$ cat src/kmd_pkg.sv
// Shared types and constants for the key matrix debounce block.
`timescale 1ns / 1ps
`default_nettype none
package kmd_pkg;

  localparam int CNT_W     = 8;
  localparam int ROW_W     = 3;
  localparam int COL_W     = 3;
  localparam int LEVEL_W   = 8;
  localparam int MASK_W    = 64;
  localparam int KEY_IDX_W = 6;
  localparam int CFG_IDX_W = 2;
  localparam int CFG_DATA_W = 64;
  localparam int IN_DATA_W  = 16;
  localparam int OUT_DATA_W = 8;

  typedef logic [CNT_W-1:0]     cnt_t;
  typedef logic [CFG_IDX_W-1:0] cfg_idx_t;

  localparam cnt_t CNT_MAX = {CNT_W{1'b1}};

  localparam cfg_idx_t REG_THRESHOLD = 2'd0;
  localparam cfg_idx_t REG_PRESENT   = 2'd1;
  localparam cfg_idx_t REG_HALF      = 2'd2;

  localparam cnt_t               THRESHOLD_RST = 8'd5;
  localparam logic [MASK_W-1:0]  PRESENT_RST   = {MASK_W{1'b1}};

endpackage
`default_nettype wire

$ cat src/kmd_row_update.sv
// Debounce update of all keys of one scanned row.
`timescale 1ns / 1ps
`default_nettype none
module kmd_row_update #(
  parameter int COLS = 8
) (
  input  wire logic                                  row_ok,
  input  wire logic [COLS-1:0]                       state_i,
  input  wire logic [COLS-1:0][kmd_pkg::CNT_W-1:0]   count_i,
  input  wire logic [COLS-1:0]                       levels_i,
  input  wire logic [COLS-1:0]                       present_i,
  input  wire kmd_pkg::cnt_t                         threshold_i,
  output logic      [COLS-1:0]                       state_o,
  output logic      [COLS-1:0][kmd_pkg::CNT_W-1:0]   count_o,
  output logic      [COLS-1:0]                       fire_o
);

  logic [COLS-1:0][kmd_pkg::CNT_W-1:0] inc;
  logic [COLS-1:0]                     pressed;

  assign pressed = ~levels_i;

  always_comb begin
    for (int c = 0; c < COLS; c++) begin
      inc[c] = (count_i[c] == kmd_pkg::CNT_MAX) ? kmd_pkg::CNT_MAX
                                                : count_i[c] + kmd_pkg::cnt_t'(1);
    end
  end

  always_comb begin
    for (int c = 0; c < COLS; c++) begin
      state_o[c] = state_i[c];
      count_o[c] = count_i[c];
      fire_o[c]  = 1'b0;
      if (row_ok && present_i[c]) begin
        if (pressed[c] != state_i[c]) begin
          // A threshold of zero is met by the first differing sample.
          if (inc[c] >= threshold_i) begin
            count_o[c] = '0;
            state_o[c] = pressed[c];
            fire_o[c]  = 1'b1;
          end else begin
            count_o[c] = inc[c];
          end
        end else begin
          count_o[c] = '0;
        end
      end
    end
  end

endmodule
`default_nettype wire

$ cat src/key_matrix_debounce_events_unit.sv
// Top level of the key matrix scanner with per-key debounce and event output.
// The first event of a row beat passes the input register, event buffer and output register.
// Throughput: a beat with events holds the event buffer until its last event is loaded, one
// event per cycle unless stalled; a row with no events is taken every cycle while the buffer is free.
// Reset: configuration returns to its defaults, all keys read released, all counts clear.
// The per-row state is held in flip-flops, so no clearing pass follows reset.
`timescale 1ns / 1ps
`default_nettype none
module key_matrix_debounce_events_unit #(
  parameter int ROWS = 8,
  parameter int COLS = 8
) (
  input  wire logic                              clk,
  input  wire logic                              rst_n,
  // in_tdata: [2:0] row_index, [10:3] column_levels, [15:11] zero
  input  wire logic                              in_tvalid,
  output logic                                   in_tready,
  input  wire logic [kmd_pkg::IN_DATA_W-1:0]     in_tdata,
  // out_tdata: [2:0] event_row, [5:3] event_col, [6] event_half, [7] event_pressed
  output logic                                   out_tvalid,
  input  wire logic                              out_tready,
  output logic      [kmd_pkg::OUT_DATA_W-1:0]    out_tdata,
  output logic                                   out_tlast,
  input  wire logic                              cfg_valid,
  output logic                                   cfg_ready,
  input  wire kmd_pkg::cfg_idx_t                 cfg_index,
  input  wire logic [kmd_pkg::CFG_DATA_W-1:0]    cfg_data
);

  localparam int RW = (ROWS > 1) ? $clog2(ROWS) : 1;

  kmd_pkg::cnt_t                   thr_r;
  logic [kmd_pkg::MASK_W-1:0]      present_r;
  logic                            half_r;

  logic                            in_valid_r;
  logic [kmd_pkg::ROW_W-1:0]       in_row_r;
  logic [kmd_pkg::LEVEL_W-1:0]     in_lev_r;

  logic [COLS-1:0]                 key_state_r [ROWS];
  logic [COLS-1:0][kmd_pkg::CNT_W-1:0] count_r [ROWS];

  logic                            buf_valid_r;
  logic [COLS-1:0]                 buf_mask_r;
  logic [COLS-1:0]                 buf_press_r;
  logic [kmd_pkg::ROW_W-1:0]       buf_row_r;
  logic                            buf_half_r;

  logic                            out_valid_r;
  logic [kmd_pkg::OUT_DATA_W-1:0]  out_data_r;
  logic                            out_last_r;

  logic                            row_ok;
  logic [RW-1:0]                   row_sel;
  logic [kmd_pkg::KEY_IDX_W-1:0]   key_base;
  logic [COLS-1:0]                 present_row;
  logic [COLS-1:0]                 upd_state;
  logic [COLS-1:0][kmd_pkg::CNT_W-1:0] upd_count;
  logic [COLS-1:0]                 upd_fire;

  logic [kmd_pkg::COL_W-1:0]       pick_col;
  logic                            pick_found;
  logic [COLS-1:0]                 pick_onehot;
  logic [COLS-1:0]                 remain;
  logic                            pick_last;
  logic                            out_load;
  logic                            buf_done;
  logic                            proc_go;

  assign row_ok      = {1'b0, in_row_r} < (kmd_pkg::ROW_W + 1)'(ROWS);
  assign row_sel     = in_row_r[RW-1:0];
  assign key_base    = kmd_pkg::KEY_IDX_W'({3'b000, in_row_r} * 6'(COLS));
  assign present_row = COLS'(present_r >> key_base);

  kmd_row_update #(
    .COLS (COLS)
  ) u_row_update (
    .row_ok      (row_ok),
    .state_i     (key_state_r[row_sel]),
    .count_i     (count_r[row_sel]),
    .levels_i    (in_lev_r[COLS-1:0]),
    .present_i   (present_row),
    .threshold_i (thr_r),
    .state_o     (upd_state),
    .count_o     (upd_count),
    .fire_o      (upd_fire)
  );

  always_comb begin
    pick_col   = '0;
    pick_found = 1'b0;
    for (int c = 0; c < COLS; c++) begin
      if (buf_mask_r[c] && !pick_found) begin
        pick_col   = kmd_pkg::COL_W'(c);
        pick_found = 1'b1;
      end
    end
  end

  assign pick_onehot = buf_mask_r & (~buf_mask_r + COLS'(1));
  assign remain      = buf_mask_r & ~pick_onehot;
  assign pick_last   = (remain == '0);
  assign out_load    = buf_valid_r && (!out_valid_r || out_tready);
  assign buf_done    = out_load && pick_last;
  assign proc_go     = in_valid_r && (!buf_valid_r || buf_done);

  assign in_tready  = !in_valid_r || proc_go;
  assign cfg_ready  = 1'b1;
  assign out_tvalid = out_valid_r;
  assign out_tdata  = out_data_r;
  assign out_tlast  = out_last_r;

  always_ff @(posedge clk) begin
    if (!rst_n) begin
      thr_r       <= kmd_pkg::THRESHOLD_RST;
      present_r   <= kmd_pkg::PRESENT_RST;
      half_r      <= 1'b0;
      in_valid_r  <= 1'b0;
      buf_valid_r <= 1'b0;
      buf_mask_r  <= '0;
      out_valid_r <= 1'b0;
      for (int r = 0; r < ROWS; r++) begin
        key_state_r[r] <= '0;
        count_r[r]     <= '0;
      end
    end else begin
      if (cfg_valid && cfg_ready) begin
        case (cfg_index)
          kmd_pkg::REG_THRESHOLD: thr_r     <= cfg_data[kmd_pkg::CNT_W-1:0];
          kmd_pkg::REG_PRESENT:   present_r <= cfg_data;
          kmd_pkg::REG_HALF:      half_r    <= cfg_data[0];
          default: ;
        endcase
      end

      if (in_tvalid && in_tready) begin
        in_valid_r <= 1'b1;
      end else if (proc_go) begin
        in_valid_r <= 1'b0;
      end

      if (proc_go && row_ok) begin
        key_state_r[row_sel] <= upd_state;
        count_r[row_sel]     <= upd_count;
      end

      if (proc_go) begin
        buf_valid_r <= |upd_fire;
        buf_mask_r  <= upd_fire;
      end else if (out_load) begin
        buf_valid_r <= !pick_last;
        buf_mask_r  <= remain;
      end

      if (out_load) begin
        out_valid_r <= 1'b1;
      end else if (out_tready) begin
        out_valid_r <= 1'b0;
      end
    end
  end

  always_ff @(posedge clk) begin
    if (in_tvalid && in_tready) begin
      in_row_r <= in_tdata[kmd_pkg::ROW_W-1:0];
      in_lev_r <= in_tdata[kmd_pkg::ROW_W +: kmd_pkg::LEVEL_W];
    end
    if (proc_go) begin
      buf_press_r <= ~in_lev_r[COLS-1:0];
      buf_row_r   <= in_row_r;
      buf_half_r  <= half_r;
    end
    if (out_load) begin
      out_data_r <= {|(pick_onehot & buf_press_r), buf_half_r, pick_col, buf_row_r};
      out_last_r <= pick_last;
    end
  end

endmodule
`default_nettype wire

$ cat config.mk
export PLATFORM = sky130hd
export DESIGN_NAME = key_matrix_debounce_events_unit
export DESIGN_NICKNAME = d
export VERILOG_FILES = /design/src/kmd_pkg.sv /design/src/kmd_row_update.sv /design/src/key_matrix_debounce_events_unit.sv
export SDC_FILE = /design/constraint.sdc
export NUM_CORES = 1
export LEC_CHECK = 0
export BUFFER_PORTS_ARGS = -buffer_cell sky130_fd_sc_hd__buf_4
export CAP_MARGIN = 30
export CELL_PAD_IN_SITES_DETAIL_PLACEMENT = 1
export CELL_PAD_IN_SITES_GLOBAL_PLACEMENT = 1
export CORE_UTILIZATION = 35
export DETAILED_ROUTE_END_ITERATION = 8
export PLACE_DENSITY = 0.62
export SLEW_MARGIN = 0
export SYNTH_ARGS = -nofsm -noshare
export SYNTH_HDL_FRONTEND = slang
export SYNTH_SLANG_ARGS = --single-unit
$ cat constraint.sdc
create_clock -name clk -period 5.2 [get_ports clk]
set_input_delay 0.52 -clock clk [delete_from_list [all_inputs] [get_ports clk]]
set_output_delay 0.52 -clock clk [all_outputs]
set_load 0.005 [all_outputs]
==> results.py <==
metrics = {
    "grt": {
        "busiest_layer": "met2",
        "grt_usage_pct": 21.7,
        "grt_first_pass_wirelength_um": 158000,
        "antenna_found_initial": 0,
        "grt_max_degree": 66,
        "globalRouteMet2Util_pct": 38.0,
        "grt_pass1_vias": 25000,
        "grt_use_met1_pct": 28.0,
        "overflow": 0,
        "use_met3_pct": 2.69,
    },
    "detailed_routing": {
        "vias_per_cell": 5.52,
        "first_pass_iters": 7,
        "vias": 23400,
        "drtAntennaViolNets": 0,
        "drcViolationCount": 0,
        "wl_per_cell_um": 24.9,
        "drt_iter0_drc": 1790,
        "totalWireLength_um": 106000,
    },
    "cts": {
        "cts.sinks": 695,
        "htreeDepth": 3,
        "worst_skew_pair.late_latency_ns": 0.64,
        "clock_path_buffers": 3,
        "clkTransAtPathRegs_ns": 0.06,
        "cts_buffers": 77,
        "cts_tree": "done",
        "cts-root-buf": "clkbuf_16",
    },
    "die": {
        "rows": 113,
        "die_h_um": 313,
        "die-area_mm2": 0.0979,
        "die_w_um": 313,
        "ioPinCount": 99,
        "coreArea_mm2": 0.0953,
        "initial_core_util_pct": 35.5,
    },
    "sta": {
        "finalClockSkew_ns": 0.0263,
        "rsz0062_at_grt": "false",
        "setup_tns_ns": 0,
        "tightestPinTransition_ns": 1.05,
        "fmax_mhz": 206,
        "setup_viol": 0,
        "slew_headroom_pct": 29.6,
        "finalMaxSlewViolations": 0,
        "fin_crit_sh_pct": 93.2,
        "fin_crit_ns": 4.85,
        "finalHoldViolCount": 0,
    },
    "job": {
        "maxCapViolCount": 0,
    },
    "critical_path": {
        "arrival_ns": 5.34,
        "cp-start-kind": "flop",
        "worstSetupPathType": "reg2reg",
        "crit_required_ns": 5.69,
        "worstPathMaxFanout": 25,
        "end_kind": "flop",
    },
    "finish": {
        "antenna_cells": 0,
        "final_common_cell": "nor2_1",
        "drive_gt1_share_pct": 18.2,
        "final_core_utilization_pct": 40.8,
        "finalNetCount": 3083,
        "area_growth_pct": 15.1,
        "layout_common_cells": "675 x nor2_1, 608 x edfxtp_1, 319 x nand2_1, 176 x buf_4, 152 x mux4_2",
    },
    "yosys": {
        "synth_top_area_cell": "edfxtp_1",
        "netlist.area_leader.share_pct": 54.0,
        "synth_cell_type_count": 83,
        "syn_inst": 2803,
        "synth_nets": 2962,
        "syn_avg_cell_area_um2": 12.1,
        "synth-seq-cells": 695,
        "synthFlopType": "edfxtp_1",
        "synth_area_mm2": 0.0338,
        "synth_edf_count": 608,
        "yosysWarningCount": 0,
        "yosysSeqAreaShare_pct": 59.1,
        "yosys-top-cells-area": "edfxtp_1 54%, mux4_2 10%, nor2_1 7.5%",
        "async_flop_share_pct": 0,
    },
    "place": {
        "io_buffers": 92,
        "hpwl_um": 65100,
        "gp_congestion": 0.825,
    },
    "power": {
        "ir_drop_mv": 0.230,
        "powerDensity_mw_per_mm2": 354,
        "cellLeakagePower_nw": 14.1,
    },
    "min_path": {
        "worstHoldStart": "in_tdata[4]",
        "min_path_type": "in2reg",
    },
    "outcome": {
        "outcome": "completed",
    },
}
final timing paths:
kind                               to  slack, ns  depth (start not counted)
max          buf_valid_r$_SDFFE_PN0P_       0.35                         18
min             in_lev_r[1]$_DFFE_PP_       0.06                          1
max reg2reg  buf_valid_r$_SDFFE_PN0P_       0.35                         18
min reg2reg    out_tdata[2]$_DFFE_PP_       0.42                          0
critical path: stages, from the launching register on:
cell and delay, ns:
dfxtp_4 0.59, buf_16 0.28, buf_4 0.21, mux4_2 0.23, nand2_1 0.06, nand2_1 0.11, ha_1 0.28, o21ai_1 0.12
or3b_1 0.48, nand2_1 0.14, inv_1 0.05, ha_1 0.25, nand2b_1 0.14, a2111o_1 0.40, a31oi_1 0.35, nor2_1 0.22
a22oi_1 0.37, and4b_1 0.30, o22ai_1 0.09
sequential cells by signal (all words and copies together), names as in the netlist, named ones only:
signal,count
in_lev_r,8
in_row_r,3
count_r,512
out_tdata,8
buf_row_r,3
buf_mask_r,8
buf_press_r,8
buf_half_r,1
half_r,1
thr_r,8
buf_valid_r,1
out_tlast,1
present_r,64
key_state_r,64
in_valid_r,1
out_tvalid,1
Yosys cell counts (all sizes together) (4+ instances only):
master / number
nand4: 14
ha: 72
nand2: 331
nor2b: 14
inv: 36
a22oi: 16
mux4: 152
nand3b: 5
nor2: 675
o22ai: 14
and2: 14
nor4: 6
nor3: 23
nand2b: 27
or2: 5
xnor2: 11
clkbuf: 74
a21o: 5
mux2: 47
o21ai: 60
a2111o: 4
or3: 10
o2111ai: 4
a211o: 5
buf: 85
a21oi: 77
a31oi: 10
mux2i: 71
o31a: 5
a221oi: 5
edfxtp: 608
dfxtp: 87
xor2: 7
and3: 14
o21a: 5
nand3: 139
o221ai: 6
a2bb2oi: 8
metrics by stage:
stage | total power, W | instance area, um2 | worst slack (ns) | instances | hold slack, ns
final | 0.0138 | 38900 | 0.352 | 4244 | 0.0602
after global placement | 0.00860 | 36400 | 0.120 | 4096 | 0.409
after CTS | 0.0139 | 38700 | 0.130 | 4232 | 0.0211
after floorplan | 0.00791 | 33800 | 0.0297 | 2803 | 0.400
after global routing | 0.0143 | 38900 | 0.0442 | 4244 | 0.0351
after detailed placement | 0.00868 | 36400 | 0.172 | 4098 | 0.406
area by class of cell:
class | instances | area [um2]
Tap cell | 1265 | 1580
Inverter | 36 | 138
Timing Repair Buffer | 201 | 1820
Multi-Input combinational cell | 1913 | 13000
Fill cell | 10200 | 56400
Sequential cell | 695 | 20000
Clock inverter | 29 | 214
Clock buffer | 105 | 2130
where the power goes:
part	switching (W)	total [W]	leakage [nW]	internal [W]
logic	0.00138	0.00220	5.99	0.000820
clock network	0.00224	0.00519	1.13	0.00296
registers	0.000105	0.00639	6.97	0.00629
timing repair:
item / CTS / global route
resized for setup: 0 / 7
endpoints found under the setup margin: 0 / 213
hold buffers: 0 / 0
setup buffers: 0 / 9
metal layers:
layer / vias up / routed length, um
met4: 0 / 2610
met5: - / 0
met3: 158 / 4780
met2: 574 / 53400
li1: 10500 / -
met1: 12200 / 44800
cells by family after synthesis:
family,after synthesis,share of synthesized area [%]
AND/OR/NAND/NOR,1294,16.2
flip-flops,695,59.1
multiplexers,270,13.8
AO/OA/AOI/OAI,256,4.89
buffers and inverters,195,2.79
adder cells (fa/ha/maj),74,2.73
XOR/XNOR,18,0.466
other,1,0.0111
Power figures use the tool's default switching activity.
